<file path="src/design/hbrd_pkg.sv">
// ----------------------------------------------------------------------------
// HDLC bit receiver package
// Shared types, result codes and the CRC-16/X.25 byte update.
// ----------------------------------------------------------------------------
package hbrd_pkg;

  localparam int unsigned LEN_W            = 13;
  localparam int unsigned HBRD_QUEUE_DEPTH = 6;

  localparam logic [7:0]  FLAG_PATTERN  = 8'h7E;
  localparam logic [6:0]  ABORT_PATTERN = 7'h7F;
  localparam logic [5:0]  STUFF_PATTERN = 6'h3E;
  localparam logic [15:0] CRC_POLY      = 16'h8408;
  localparam logic [15:0] CRC_PRESET    = 16'hFFFF;

  localparam logic [LEN_W-1:0] MIN_LEN_RESET = 13'd6;
  localparam logic [LEN_W-1:0] MAX_LEN_RESET = 13'd512;

  localparam logic [2:0] KIND_DATA     = 3'd0;
  localparam logic [2:0] KIND_GOOD     = 3'd1;
  localparam logic [2:0] KIND_SHORT    = 3'd2;
  localparam logic [2:0] KIND_CRCFAIL  = 3'd3;
  localparam logic [2:0] KIND_ABORT    = 3'd4;
  localparam logic [2:0] KIND_OVERSIZE = 3'd5;

  localparam logic REG_MIN_LEN = 1'b0;
  localparam logic REG_MAX_LEN = 1'b1;

  typedef struct packed {
    logic [2:0]       kind;
    logic [7:0]       data_byte;
    logic [LEN_W-1:0] body_len;
  } hbrd_result_t;

  // Up to two results per line bit; slot 0 is always filled first.
  typedef struct packed {
    logic         valid0;
    logic         valid1;
    hbrd_result_t res0;
    hbrd_result_t res1;
  } hbrd_push_t;

  function automatic logic [15:0] crc_feed(input logic [15:0] crc, input logic [7:0] b);
    logic [15:0] c;
    c = crc ^ {8'h00, b};
    for (int k = 0; k < 8; k++) begin
      if (c[0]) begin
        c = (c >> 1) ^ CRC_POLY;
      end else begin
        c = c >> 1;
      end
    end
    return c;
  endfunction

endpackage

</file>
<file path="src/design/hbrd_if.sv">
// ----------------------------------------------------------------------------
// HDLC bit receiver channel interfaces
// Line bit input channel and result output channel, valid/ready.
// ----------------------------------------------------------------------------
interface hbrd_in_if;
  logic valid;
  logic ready;
  logic line_bit;

  modport source (output valid, output line_bit, input ready);
  modport sink   (input valid, input line_bit, output ready);
endinterface

interface hbrd_out_if;
  import hbrd_pkg::*;
  logic             valid;
  logic             ready;
  logic [2:0]       kind;
  logic [7:0]       data_byte;
  logic [LEN_W-1:0] body_len;

  modport source  (output valid, output kind, output data_byte, output body_len,
                   input ready);
  modport sink    (input valid, input kind, input data_byte, input body_len,
                   output ready);
endinterface

</file>
<file path="src/design/hbrd_core.sv">
// ----------------------------------------------------------------------------
// HDLC bit receiver core
// Registered line bit, flag/abort/stuff detection, byte assembly, FCS
// holdback, CRC-16/X.25 and status generation in one pass per bit.
// ----------------------------------------------------------------------------
module hbrd_core
  import hbrd_pkg::*;
(
  input  logic             clk,
  input  logic             rst_n,
  input  logic             bit_accept,
  input  logic             bit_in,
  input  logic             cfg_we,
  input  logic             cfg_index,
  input  logic [LEN_W-1:0] cfg_wdata,
  output logic             pend,
  output hbrd_push_t       push
);

  logic             pend_r, bit_r;
  logic [7:0]       win_r, win_nxt;
  logic [7:0]       asm_r, asm_nxt;
  logic [2:0]       bitcnt_r, bitcnt_nxt;
  logic             in_frame_r, in_frame_nxt;
  logic [LEN_W-1:0] bytecnt_r, bytecnt_nxt, cnt_inc;
  logic [15:0]      crc_r, crc_nxt;
  logic [7:0]       hold0_r, hold0_nxt, hold1_r, hold1_nxt;
  logic [LEN_W-1:0] min_len_r, max_len_r;
  logic             fcs_ok;

  assign pend = pend_r;

  always_ff @(posedge clk) begin
    if (!rst_n) begin
      pend_r     <= 1'b0;
      win_r      <= '0;
      asm_r      <= '0;
      bitcnt_r   <= '0;
      in_frame_r <= 1'b0;
      bytecnt_r  <= '0;
      crc_r      <= CRC_PRESET;
      hold0_r    <= '0;
      hold1_r    <= '0;
      min_len_r  <= MIN_LEN_RESET;
      max_len_r  <= MAX_LEN_RESET;
    end else begin
      pend_r     <= bit_accept;
      win_r      <= win_nxt;
      asm_r      <= asm_nxt;
      bitcnt_r   <= bitcnt_nxt;
      in_frame_r <= in_frame_nxt;
      bytecnt_r  <= bytecnt_nxt;
      crc_r      <= crc_nxt;
      hold0_r    <= hold0_nxt;
      hold1_r    <= hold1_nxt;
      if (cfg_we) begin
        unique case (cfg_index)
          REG_MIN_LEN: min_len_r <= cfg_wdata;
          REG_MAX_LEN: max_len_r <= cfg_wdata;
          default: ;
        endcase
      end
    end
  end

  always_ff @(posedge clk) begin
    if (bit_accept) begin
      bit_r <= bit_in;
    end
  end

  assign cnt_inc = bytecnt_r + LEN_W'(1);
  assign fcs_ok  = ({hold1_r, hold0_r} == ~crc_r);

  always_comb begin
    win_nxt      = win_r;
    asm_nxt      = asm_r;
    bitcnt_nxt   = bitcnt_r;
    in_frame_nxt = in_frame_r;
    bytecnt_nxt  = bytecnt_r;
    crc_nxt      = crc_r;
    hold0_nxt    = hold0_r;
    hold1_nxt    = hold1_r;
    push         = '0;

    if (pend_r) begin
      win_nxt = {win_r[6:0], bit_r};
      if (win_nxt == FLAG_PATTERN) begin
        if (!in_frame_r) begin
          in_frame_nxt = 1'b1;
          bitcnt_nxt   = '0;
          bytecnt_nxt  = '0;
          crc_nxt      = CRC_PRESET;
        end else begin
          in_frame_nxt = 1'b0;
          push.valid0  = 1'b1;
          if (bytecnt_r < LEN_W'(2) || bytecnt_r < min_len_r) begin
            push.res0.kind = KIND_SHORT;
          end else if (fcs_ok) begin
            push.res0.kind     = KIND_GOOD;
            push.res0.body_len = bytecnt_r - LEN_W'(2);
          end else begin
            push.res0.kind = KIND_CRCFAIL;
          end
        end
      end else if (in_frame_r) begin
        if (win_nxt[6:0] == ABORT_PATTERN) begin
          in_frame_nxt   = 1'b0;
          push.valid0    = 1'b1;
          push.res0.kind = KIND_ABORT;
        end else if (win_nxt[5:0] != STUFF_PATTERN) begin
          asm_nxt    = {bit_r, asm_r[7:1]};
          bitcnt_nxt = bitcnt_r + 3'd1;
          if (bitcnt_r == 3'd7) begin
            hold0_nxt   = hold1_r;
            hold1_nxt   = asm_nxt;
            bytecnt_nxt = cnt_inc;
            if (bytecnt_r >= LEN_W'(2)) begin
              // oldest held byte is now known to be payload
              crc_nxt             = crc_feed(crc_r, hold0_r);
              push.valid0         = 1'b1;
              push.res0.kind      = KIND_DATA;
              push.res0.data_byte = hold0_r;
            end
            if (cnt_inc >= max_len_r) begin
              in_frame_nxt = 1'b0;
              if (bytecnt_r >= LEN_W'(2)) begin
                push.valid1    = 1'b1;
                push.res1.kind = KIND_OVERSIZE;
              end else begin
                push.valid0    = 1'b1;
                push.res0.kind = KIND_OVERSIZE;
              end
            end
          end
        end
      end
    end
  end

endmodule

</file>
<file path="src/design/hbrd_queue.sv">
// ----------------------------------------------------------------------------
// HDLC bit receiver result queue
// Small register queue taking up to two results per cycle, draining one while out_ready is high.
// ----------------------------------------------------------------------------
module hbrd_queue
  import hbrd_pkg::*;
#(
  parameter int unsigned DEPTH = HBRD_QUEUE_DEPTH
) (
  input  logic         clk,
  input  logic         rst_n,
  input  hbrd_push_t   push,
  input  logic         pend,
  output logic         space_ok,
  output logic         out_valid,
  input  logic         out_ready,
  output hbrd_result_t out_res
);

  localparam int unsigned PTR_W = (DEPTH > 1) ? $clog2(DEPTH) : 1;
  localparam int unsigned CNT_W = $clog2(DEPTH + 1);

  hbrd_result_t     mem [DEPTH];
  logic [PTR_W-1:0] wr_ptr_r, wr_ptr_nxt, rd_ptr_r, rd_ptr_nxt, wr_ptr1;
  logic [CNT_W-1:0] count_r, count_nxt;
  logic             pop;
  logic [1:0]       n_push;

  function automatic logic [PTR_W-1:0] ptr_inc(input logic [PTR_W-1:0] p);
    return (p == PTR_W'(DEPTH - 1)) ? '0 : p + PTR_W'(1);
  endfunction

  assign pop       = out_valid && out_ready;
  assign out_valid = (count_r != '0);
  assign out_res   = mem[rd_ptr_r];
  assign n_push    = {1'b0, push.valid0} + {1'b0, push.valid1};
  assign wr_ptr1   = ptr_inc(wr_ptr_r);

  // Room for the transaction in flight plus the one being accepted now.
  assign space_ok  = ({1'b0, count_r} + (pend ? (CNT_W+1)'(2) : '0))
                     <= (CNT_W+1)'(DEPTH - 2);

  always_comb begin
    wr_ptr_nxt = wr_ptr_r;
    if (n_push == 2'd1) begin
      wr_ptr_nxt = wr_ptr1;
    end else if (n_push == 2'd2) begin
      wr_ptr_nxt = ptr_inc(wr_ptr1);
    end
    rd_ptr_nxt = pop ? ptr_inc(rd_ptr_r) : rd_ptr_r;
    count_nxt  = count_r + CNT_W'(n_push) - CNT_W'(pop);
  end

  always_ff @(posedge clk) begin
    if (!rst_n) begin
      wr_ptr_r <= '0;
      rd_ptr_r <= '0;
      count_r  <= '0;
    end else begin
      wr_ptr_r <= wr_ptr_nxt;
      rd_ptr_r <= rd_ptr_nxt;
      count_r  <= count_nxt;
    end
  end

  always_ff @(posedge clk) begin
    if (push.valid0) begin
      mem[wr_ptr_r] <= push.res0;
    end
    if (push.valid1) begin
      mem[wr_ptr1] <= push.res1;
    end
  end

endmodule

</file>
<file path="src/design/hdlc_bit_receiver_deframer.sv">
// ----------------------------------------------------------------------------
// HDLC bit receiver and deframer
// Flag/abort/stuffing handling, byte assembly and CRC-16/X.25 frame check.
// ----------------------------------------------------------------------------
// One line bit is taken per clock cycle while in_chan.ready is high. A bit is
// registered, processed in the next cycle, and any results it causes enter a
// short result queue. A bit gives at most two results (the last data byte and
// an oversize status); the queue drains one result per cycle while
// out_chan.ready is high, and in_chan.ready drops only when the queue cannot
// hold the results of the bit in flight plus one more bit, which happens only
// when the result side holds off. Payload bytes come out LSB-first-assembled,
// with the two FCS bytes held back; each frame ends with one status result.
module hdlc_bit_receiver_deframer
  import hbrd_pkg::*;
#(
  parameter int unsigned QUEUE_DEPTH = HBRD_QUEUE_DEPTH
) (
  input  logic             clk,
  input  logic             rst_n,
  hbrd_in_if.sink          in_chan,
  hbrd_out_if.source       out_chan,
  input  logic             cfg_we,
  input  logic             cfg_index,
  input  logic [LEN_W-1:0] cfg_wdata
);

  hbrd_push_t   push;
  hbrd_result_t out_res;
  logic         pend;
  logic         space_ok;
  logic         bit_accept;

  assign in_chan.ready = space_ok;
  assign bit_accept    = in_chan.valid && space_ok;

  hbrd_core u_core (
    .clk        (clk),
    .rst_n      (rst_n),
    .bit_accept (bit_accept),
    .bit_in     (in_chan.line_bit),
    .cfg_we     (cfg_we),
    .cfg_index  (cfg_index),
    .cfg_wdata  (cfg_wdata),
    .pend       (pend),
    .push       (push)
  );

  hbrd_queue #(
    .DEPTH (QUEUE_DEPTH)
  ) u_queue (
    .clk       (clk),
    .rst_n     (rst_n),
    .push      (push),
    .pend      (pend),
    .space_ok  (space_ok),
    .out_valid (out_chan.valid),
    .out_ready (out_chan.ready),
    .out_res   (out_res)
  );

  assign out_chan.kind      = out_res.kind;
  assign out_chan.data_byte = out_res.data_byte;
  assign out_chan.body_len  = out_res.body_len;

endmodule

</file>
<file path="src/flat_wrapper.sv">
// flat-port wrapper written by rule: the top's interface ports become plain ports
module hdlc_bit_receiver_deframer_flat import hbrd_pkg::*;
#(
  parameter int unsigned QUEUE_DEPTH = HBRD_QUEUE_DEPTH
)
  (clk, rst_n, cfg_we, cfg_index, cfg_wdata, in_chan_valid, in_chan_line_bit, in_chan_ready, out_chan_valid, out_chan_kind, out_chan_data_byte, out_chan_body_len, out_chan_ready);
  hbrd_in_if in_chan_i ();
  hbrd_out_if out_chan_i ();
  input  logic clk;
  input  logic rst_n;
  input  logic cfg_we;
  input  logic cfg_index;
  input  logic [LEN_W-1:0] cfg_wdata;
  input wire logic [$bits(in_chan_i.valid)-1:0] in_chan_valid;
  input wire logic [$bits(in_chan_i.line_bit)-1:0] in_chan_line_bit;
  output wire logic [$bits(in_chan_i.ready)-1:0] in_chan_ready;
  output wire logic [$bits(out_chan_i.valid)-1:0] out_chan_valid;
  output wire logic [$bits(out_chan_i.kind)-1:0] out_chan_kind;
  output wire logic [$bits(out_chan_i.data_byte)-1:0] out_chan_data_byte;
  output wire logic [$bits(out_chan_i.body_len)-1:0] out_chan_body_len;
  input wire logic [$bits(out_chan_i.ready)-1:0] out_chan_ready;
  assign in_chan_i.valid = in_chan_valid;
  assign in_chan_i.line_bit = in_chan_line_bit;
  assign in_chan_ready = in_chan_i.ready;
  assign out_chan_valid = out_chan_i.valid;
  assign out_chan_kind = out_chan_i.kind;
  assign out_chan_data_byte = out_chan_i.data_byte;
  assign out_chan_body_len = out_chan_i.body_len;
  assign out_chan_i.ready = out_chan_ready;
  hdlc_bit_receiver_deframer #(.QUEUE_DEPTH(QUEUE_DEPTH)) u_core (.clk(clk), .rst_n(rst_n), .in_chan(in_chan_i), .out_chan(out_chan_i), .cfg_we(cfg_we), .cfg_index(cfg_index), .cfg_wdata(cfg_wdata));
endmodule
</file>
<file path="config.mk">
export PLATFORM = sky130hd
export DESIGN_NAME = hdlc_bit_receiver_deframer_flat
export DESIGN_NICKNAME = d
export VERILOG_FILES = /design/src/design/hbrd_pkg.sv /design/src/design/hbrd_if.sv /design/src/design/hbrd_core.sv /design/src/design/hbrd_queue.sv /design/src/design/hdlc_bit_receiver_deframer.sv /design/src/flat_wrapper.sv
export SDC_FILE = /design/constraint.sdc
export NUM_CORES = 1
export LEC_CHECK = 0
export BUFFER_PORTS_ARGS = -buffer_cell sky130_fd_sc_hd__buf_4
export CAP_MARGIN = 20
export CORE_MARGIN = 2
export CORE_UTILIZATION = 35
export CTS_CLUSTER_DIAMETER = 120
export DETAILED_ROUTE_END_ITERATION = 6
export PLACE_DENSITY = 0.55
export SLEW_MARGIN = 25
export SYNTH_ARGS = -nofsm -noshare
export SYNTH_HDL_FRONTEND = slang
export SYNTH_HIERARCHICAL = 1
export SYNTH_SLANG_ARGS = --single-unit
</file>
<file path="constraint.sdc">
create_clock -name clk -period 10.2 [get_ports clk]
set_clock_uncertainty 0.05 [all_clocks]
set_input_delay 0.51 -clock clk [delete_from_list [all_inputs] [get_ports clk]]
set_output_delay 0.51 -clock clk [all_outputs]
set_load 0.01 [all_outputs]
</file>
==> results of run 1 <==
==> per-layer routing <==
metal	GRT usage, %	up-vias	routed length [um]
met1	22.9	4138	15100
met3	1.80	38	905
met4	3.23	0	510
met2	26.4	125	14400
li1	-	4080	-
met5	0	-	0
==> worst reg2reg max path, delay by kind of cell (launching register included) <==
kind / cells / cell delay, ns
flops: 1 / 0.54
fa+ha+maj: 2 / 0.66
xor+xnor: 1 / 0.09
buf+inv: 1 / 0.40
simple gates: 6 / 2.12
compound gates: 3 / 1.33
==> synth_stat cells (23+ instances only) <==
master    count
mux2_1       23
a21oi_1      59
nand2_1     114
xnor2_1      43
mux4_2       24
clkbuf_1     28
inv_1        39
edfxtp_1    145
dfxtp_1     102
ha_1         38
nor2_1       50
mux2_2      159
nor3_1       27
buf_4        30
==> final cells by class <==
type / instances / area [sq um] / share of cell area, %
inverters: 42 / 158 / 1.07
repair buffers: 60 / 450 / 3.05
clock buffers: 36 / 719 / 4.87
well taps: 511 / 639 / 4.33
flip-flops and latches: 247 / 6400 / 43.3
clock inverters: 12 / 111 / 0.754
multi-input cells: 768 / 6290 / 42.6
diodes: 1 / 2.50 / 0.0169
==> stage by stage <==
| step | cells | utilization (%) | instance area (sq um) | hold slack [ns] |
|---|---|---|---|---|
| after detailed placement | 1628 | 37.1 | 13900 | 0.397 |
| after CTS | 1676 | 39.4 | 14800 | 0.0805 |
| after global routing | 1676 | 39.4 | 14800 | 0.0803 |
| after floorplan | 1145 | - | 13300 | 0.381 |
| final | 1677 | 39.4 | 14800 | 0.106 |
| after global placement | 1628 | 37.1 | 13900 | 0.392 |
==> registers in the layout, indices dropped and copies added (netlist names), named ones only <==
name	cells
u_core/u_core/pend	1
u_core/u_core/bitcnt_r	3
u_core/u_core/win_r	7
u_core/u_core/crc_r	16
u_core/u_queue/wr_ptr_r	3
u_core/u_queue/mem	144
u_core/u_core/asm_r	7
u_core/u_core/in_frame_r	1
u_core/u_core/bytecnt_r	13
u_core/u_core/min_len_r	13
u_core/u_core/max_len_r	13
u_core/u_queue/rd_ptr_r	3
u_core/u_queue/count_r	3
u_core/u_core/hold0_r	8
u_core/u_core/hold1_r	8
u_core/u_core/bit_r	1
==> report_power, final <==
| part | switching [mW] | internal, mW | total (mW) |
|---|---|---|---|
| Combinational | 0.127 | 0.149 | 0.275 |
| Sequential | 0.0424 | 1.06 | 1.10 |
| Clock | 0.389 | 0.544 | 0.933 |
| Total | 0.558 | 1.76 | 2.31 |
==> path summary, 6_finish.rpt <==
check                              from                          to  slack [ns]  cells after the start
max          u_core/u_core/bytecnt_r[1]   u_core/u_queue/mem[0][10]        4.66                     13
min                    in_chan_line_bit         u_core/u_core/bit_r        0.11                      1
max reg2reg  u_core/u_core/bytecnt_r[1]   u_core/u_queue/mem[0][10]        4.66                     13
min reg2reg  u_core/u_core/max_len_r[6]  u_core/u_core/max_len_r[6]        0.40                      2
==> cell usage in the layout, fill, tap and decap left out, types with 3 or more instances in the layout <==
cell type / n
a21boi_0: 4
a21oi_1: 58
a31oi_1: 11
a41oi_1: 4
and2_1: 17
and3_1: 6
buf_4: 60
clkbuf_1: 8
clkbuf_16: 27
clkinv_2: 7
conb_1: 22
dfxtp_1: 100
edfxtp_1: 145
ha_1: 38
inv_1: 39
inv_2: 3
mux2_1: 23
mux2_2: 159
mux2_4: 11
mux2i_1: 14
mux4_2: 24
nand2_1: 114
nand2b_1: 7
nand3_1: 15
nand3b_1: 3
nand4_1: 8
nor2_1: 48
nor2_2: 3
nor2b_1: 4
nor3_1: 26
nor4_1: 7
o211ai_1: 4
o21ai_0: 13
o21ai_1: 20
o31ai_1: 4
or3_1: 3
xnor2_1: 43
xor2_1: 14
==> cell families after synthesis <==
group	after synthesis	synth area share, %
AOI/OAI and AO/OA	137	6.44
other	1	0.0283
DFF	247	48.3
muxes	231	21.9
xor gates and xnor gates	57	3.77
and+or+nand+nor	282	10.6
adders and majority gates	39	3.74
buffers and inverters	130	5.21
==> impl_metrics.json, run 1 <==
{
  "fin_crit_sh_pct": 54.3,
  "synth_cell_types": 69,
  "wl_per_cell_um": 18.5,
  "vdd_drop_max_uv": 103,
  "async_flop_share_pct": 0,
  "synth_warnings": 6,
  "total_power_mw": 2.31,
  "cts_resized": 0,
  "cts_buffers": 27,
  "leakage_nw": 5.53,
  "cp_num_buf_inv": 1,
  "grt_max_degree": 78,
  "clk_pin_slew_ns": 0.06,
  "grt_pass1_vias": 8359,
  "cp-end-kind": "register",
  "antenna_left": 0,
  "dr.pass1.iters": 5,
  "drc": 0,
  "coreArea_sq_um": 37500,
  "outcome": "complete, no violations",
  "htreeDepth": 1,
  "pre_cts_ws_ns": 4.35,
  "layout.nets": 1205,
  "worst_pin_slew_ns": 0.935,
  "port_buffers": 45,
  "cap_violations": 0,
  "drive_gt1_share_pct": 27.6,
  "root_buffer": "clkbuf_16",
  "yosysSeqAreaShare_pct": 48.3,
  "synth_edf_count": 145,
  "synth.avg_cell_area_sq_um": 11.8,
  "post_cts_buffers": 0,
  "period_minus_slack_ns": 5.54,
  "ys_seq_elements": 247,
  "timing.fmax_mhz": 181,
  "fin_ws_ns": 4.66,
  "required_ns": 10.35,
  "start_kind": "register",
  "grt_use_total_pct": 16.1,
  "num_vias": 8381,
  "fp-row-count": 71,
  "power_density_nw_per_um2": 157,
  "routed_via_density": 5.00,
  "synthCells": 1124,
  "syn_area_sq_um": 13200,
  "fillers": 3655,
  "ys_top_cells_by_area": "edfxtp_1 (33%), dfxtp_1 (15%), mux2_2 (14%), mux4_2 (4.1%), ha_1 (3.6%)",
  "dp_hpwl_um": 19900,
  "die_y_um": 198,
  "rsz0062_at_grt": "no",
  "critical_path.slowest_cell": "nand3_2",
  "setup_tns_ns": 0,
  "area_growth_pct": 11.6,
  "clock-sinks": 247,
  "grt-ovfl-total": 0,
  "cp_max_fo": 25,
  "drtIter0Drc": 530,
  "hold_violations": 0,
  "start_util_pct": 35.3,
  "synth_top_area_share_pct": 32.9,
  "synth_top_cell_by_area": "edfxtp_1",
  "synth_ff_type": "edfxtp_1",
  "cts_hold_buf": 0,
  "hold_class": "input port to register",
  "cts_tree": "yes",
  "fp.dieW_um": 198,
  "antenna_found_initial": 0,
  "die-area_sq_um": 39400,
  "io_pins": 46,
  "path_cells": "ha_1 > nand2_1 > nor3_1 > and3_1 > xor2_1 > ha_1 > nand4_1 > nor3_1 > o31ai_1 > a211oi_4 > nand3_2 > o31ai_4 > buf_4",
  "setup_viol": 0,
  "insertion_delay_ns": 0.53,
  "cpPeakStageDelay_ns": 0.82,
  "path_delay_family": "simple AND/OR/NAND/NOR gates",
  "drt-total-wl_um": 31000,
  "max_slew_margin_pct": 37.5,
  "crit_arrival_ns": 5.68,
  "cts.path.max_buffers": 3,
  "setup.worst_path.class": "register to register",
  "drv_slew": 0,
  "grt_pass1_wl_um": 49000,
  "place.gp.congestion": 0.813
}
No activity file was read; power rests on OpenSTA's default activity.
==> run 2: changes to the inputs <==
- ABC_AREA: not set -> 1
- clock period: 10.2 -> 5.2 ns (I/O delays scaled with it)
==> run 2 against run 1 <==
  * Register-to-register slack got worse by 4.0 ns
  * Worst hold slack got worse by 0.053 ns
  * Final area increased by 2.9%
  * Synthesized cell count increased by 50%
  * Combinational power increased by 120%
  * Flip-flop and latch count unchanged
  * Setup slack got worse by 4.0 ns
  * Critical path type unchanged
  * Largest cell class unchanged
  * Largest power group unchanged
==> impl_metrics.json, run 2 <==
{
  "synthCells": 1686,
  "yosysMostFrequentCell": "nand2_1",
  "max_slew_margin_pct": 36.9,
  "synth_simple_gate_area_share_pct": 26.2,
  "min_to": "u_core/u_core/min_len_r[2]",
  "routed_via_density": 4.84,
  "setup_tns_ns": 0,
  "synth_compound_gate_area_share_pct": 12.5,
  "drv_slew": 0,
  "async_flop_share_pct": 0,
  "drive_gt1_share_pct": 10.8,
  "drt-total-wl_um": 34800,
  "antenna_found_initial": 0,
  "pre_cts_ws_ns": 0.688,
  "layout_commonest_cell": "nand2_1",
  "start_kind": "register",
  "insertion_delay_ns": 0.54,
  "whs_ns": 0.0533,
  "grt_pass1_vias": 10431,
  "timing.fmax_mhz": 220,
  "clockPowerShare_pct": 41.1,
  "die_y_um": 201,
  "fin_crit_sh_pct": 87.5,
  "htreeDepth": 1,
  "rrSetupSlack_ns": 0.65,
  "setup_viol": 0,
  "worstReg2RegEnd": "u_core/u_queue/count_r[2]",
  "synthAdderAreaFrac_pct": 3.66,
  "rsz0062_at_grt": "no",
  "cap_violations": 0,
  "fp.dieW_um": 201,
  "hold_violations": 0,
  "largest_reg_flops": 144,
  "total_power_mw": 4.66,
  "vdd_drop_max_uv": 211,
  "power_density_nw_per_um2": 306,
  "synth_cell_types": 42,
  "setup.worst_path.class": "register to register",
  "coreArea_sq_um": 38400,
  "cp-end-kind": "register",
  "cts_hold_buf": 15,
  "grt-ovfl-total": 0,
  "worst_pin_slew_ns": 0.946,
  "post_cts_buffers": 0,
  "fin_ws_ns": 0.652,
  "grt_pass1_wl_um": 56100,
  "port_buffers": 45,
  "cts.path.max_buffers": 3,
  "drtIter0Drc": 753,
  "min_path_cells": 3,
  "fin_util_pct": 39.6,
  "top_register": "u_core/u_queue/mem",
  "start_util_pct": 35.3,
  "num_vias": 10872,
  "clk_pin_slew_ns": 0.06,
  "drc": 0,
  "synth_top_cell_by_area": "edfxtp_1",
  "yosys-top-cells-count": "nand2_1 (405), o21ai_0 (218), nand3_1 (162)",
  "grt_max_degree": 83,
  "place_area_sq_um": 14200,
  "hp-start": "cfg_index",
  "yosysSeqAreaShare_pct": 47.3,
  "period_minus_slack_ns": 4.55,
  "p_sw_mw": 1.23,
  "p_int_mw": 3.43,
  "outcome": "complete, no violations",
  "required_ns": 5.62,
  "syn_area_sq_um": 13500,
  "placed_cells": 2182,
  "p_comb_share_pct": 13.1,
  "cts_tree": "yes",
  "share_seq_of_total_power_pct": 45.8,
  "root_buffer": "clkbuf_16",
  "synth_top_area_share_pct": 32.2,
  "r2r_cells": 25,
  "place.gp.congestion": 0.868,
  "antenna_left": 0,
  "hold_class": "input port to register",
  "switching_share_pct": 26.4,
  "diodes": 0,
  "clock-sinks": 247,
  "timing.rr.start": "u_core/u_core/bytecnt_r[0]",
  "cp_max_fo": 8,
  "synth_edf_count": 145,
  "area_growth_pct": 12.3,
  "synthXorXnorAreaFrac_pct": 2.06,
  "finalNonFillerCells": 2246,
  "dr.pass1.iters": 6,
  "dp_hpwl_um": 21900,
  "mostFrequentLayoutCells": "nand2_1 (405), o21ai_0 (218), nand3_1 (162)",
  "wl_per_cell_um": 15.5,
  "ys_top_cells_by_area": "edfxtp_1 (32%), dfxtp_1 (15%), nand2_1 (11%), o21ai_0 (8.1%), nand3_1 (6.0%)",
  "leakage_nw": 6.02,
  "crit_arrival_ns": 4.97,
  "synthMuxAreaShare_pct": 0,
  "cts_buffers": 27,
  "final_area_sq_um": 15200,
  "synth_warnings": 6,
  "die-area_sq_um": 40300,
  "io_pins": 46,
  "synth_top_family_by_area": "simple AND/OR/NAND/NOR gates",
  "ys_seq_elements": 247,
  "top_regs": "u_core/u_queue/mem (144), u_core/u_core/crc_r (16)",
  "synth.avg_cell_area_sq_um": 8.03,
  "fp-row-count": 72,
  "layout.nets": 1767,
  "synth_ff_type": "edfxtp_1",
  "cts_resized": 0,
  "grt_use_total_pct": 17.3
}
run 2: changes by cell type after synthesis, moves of 85 or more:
cell,previous run,this run
inv_1,39,124
mux2_2,159,0
nand2_1,114,405
nand3_1,15,162
nor2_1,50,146
o21ai_0,14,218
run 2: layout make-up:
class | count | area, sq um
fillers | 3947 | 23200
repair buffers | 81 | 646
well taps | 518 | 648
inverters | 137 | 514
clock buffers | 42 | 858
flip-flops and latches | 247 | 6400
clock inverters | 7 | 41.3
multi-input cells | 1214 | 6100
run 2: how the worst max path moves through the flow:
stage	start	endpoint	depth (start not counted)
floorplan	u_core/u_core/bytecnt_r[0]	u_core/u_queue/count_r[2]	25
global placement	u_core/u_core/bytecnt_r[0]	u_core/u_queue/count_r[2]	25
detailed placement	u_core/u_core/bytecnt_r[0]	u_core/u_queue/count_r[2]	25
CTS	u_core/u_core/bytecnt_r[0]	u_core/u_queue/count_r[2]	25
global route	u_core/u_core/bytecnt_r[0]	u_core/u_queue/count_r[2]	23
finish	u_core/u_core/bytecnt_r[0]	u_core/u_queue/count_r[2]	25
run 2: metal layers:
| layer | wire [um] | GRT usage, % |
|---|---|---|
| met1 | 16000 | 22.7 |
| met2 | 16600 | 30.3 |
| met3 | 1520 | 1.87 |
| met4 | 666 | 4.34 |
| met5 | 0 | 0 |
run 2: cell families after synthesis:
| group | after synthesis |
|---|---|
| DFF | 247 |
| AOI/OAI and AO/OA | 331 |
| and+or+nand+nor | 791 |
| buffers and inverters | 246 |
| adders and majority gates | 39 |
| other | 1 |
| xor gates and xnor gates | 31 |
run 2: worst max-delay path, cell delays in order (launching register included):
cell,delay (ns)
dfxtp_1,0.50
ha_1,0.33
nand3_1,0.14
inv_1,0.12
nand4_1,0.09
nand2_1,0.09
inv_1,0.06
ha_1,0.30
nand2_1,0.06
nor2_1,0.12
nand2_1,0.08
nor2_1,0.09
nand2_1,0.06
nand3_1,0.21
nand2_1,0.11
a21oi_1,0.53
inv_1,0.10
ha_1,0.32
inv_1,0.10
xor2_1,0.15
ha_1,0.15
inv_1,0.05
fa_1,0.43
inv_1,0.07
nand2_1,0.05
a21oi_1,0.13
run 2: power by group through the flow:
stage | Combinational [mW] | Sequential, mW | Clock [mW]
2_1_floorplan | 0.412 | 2.16 | 0
3_3_place_gp | 0.612 | 2.17 | 0
3_5_place_dp | 0.615 | 2.17 | 0
4_1_cts | 0.626 | 2.13 | 1.97
5_1_grt | 0.706 | 2.14 | 2.03
6_report | 0.612 | 2.13 | 1.92
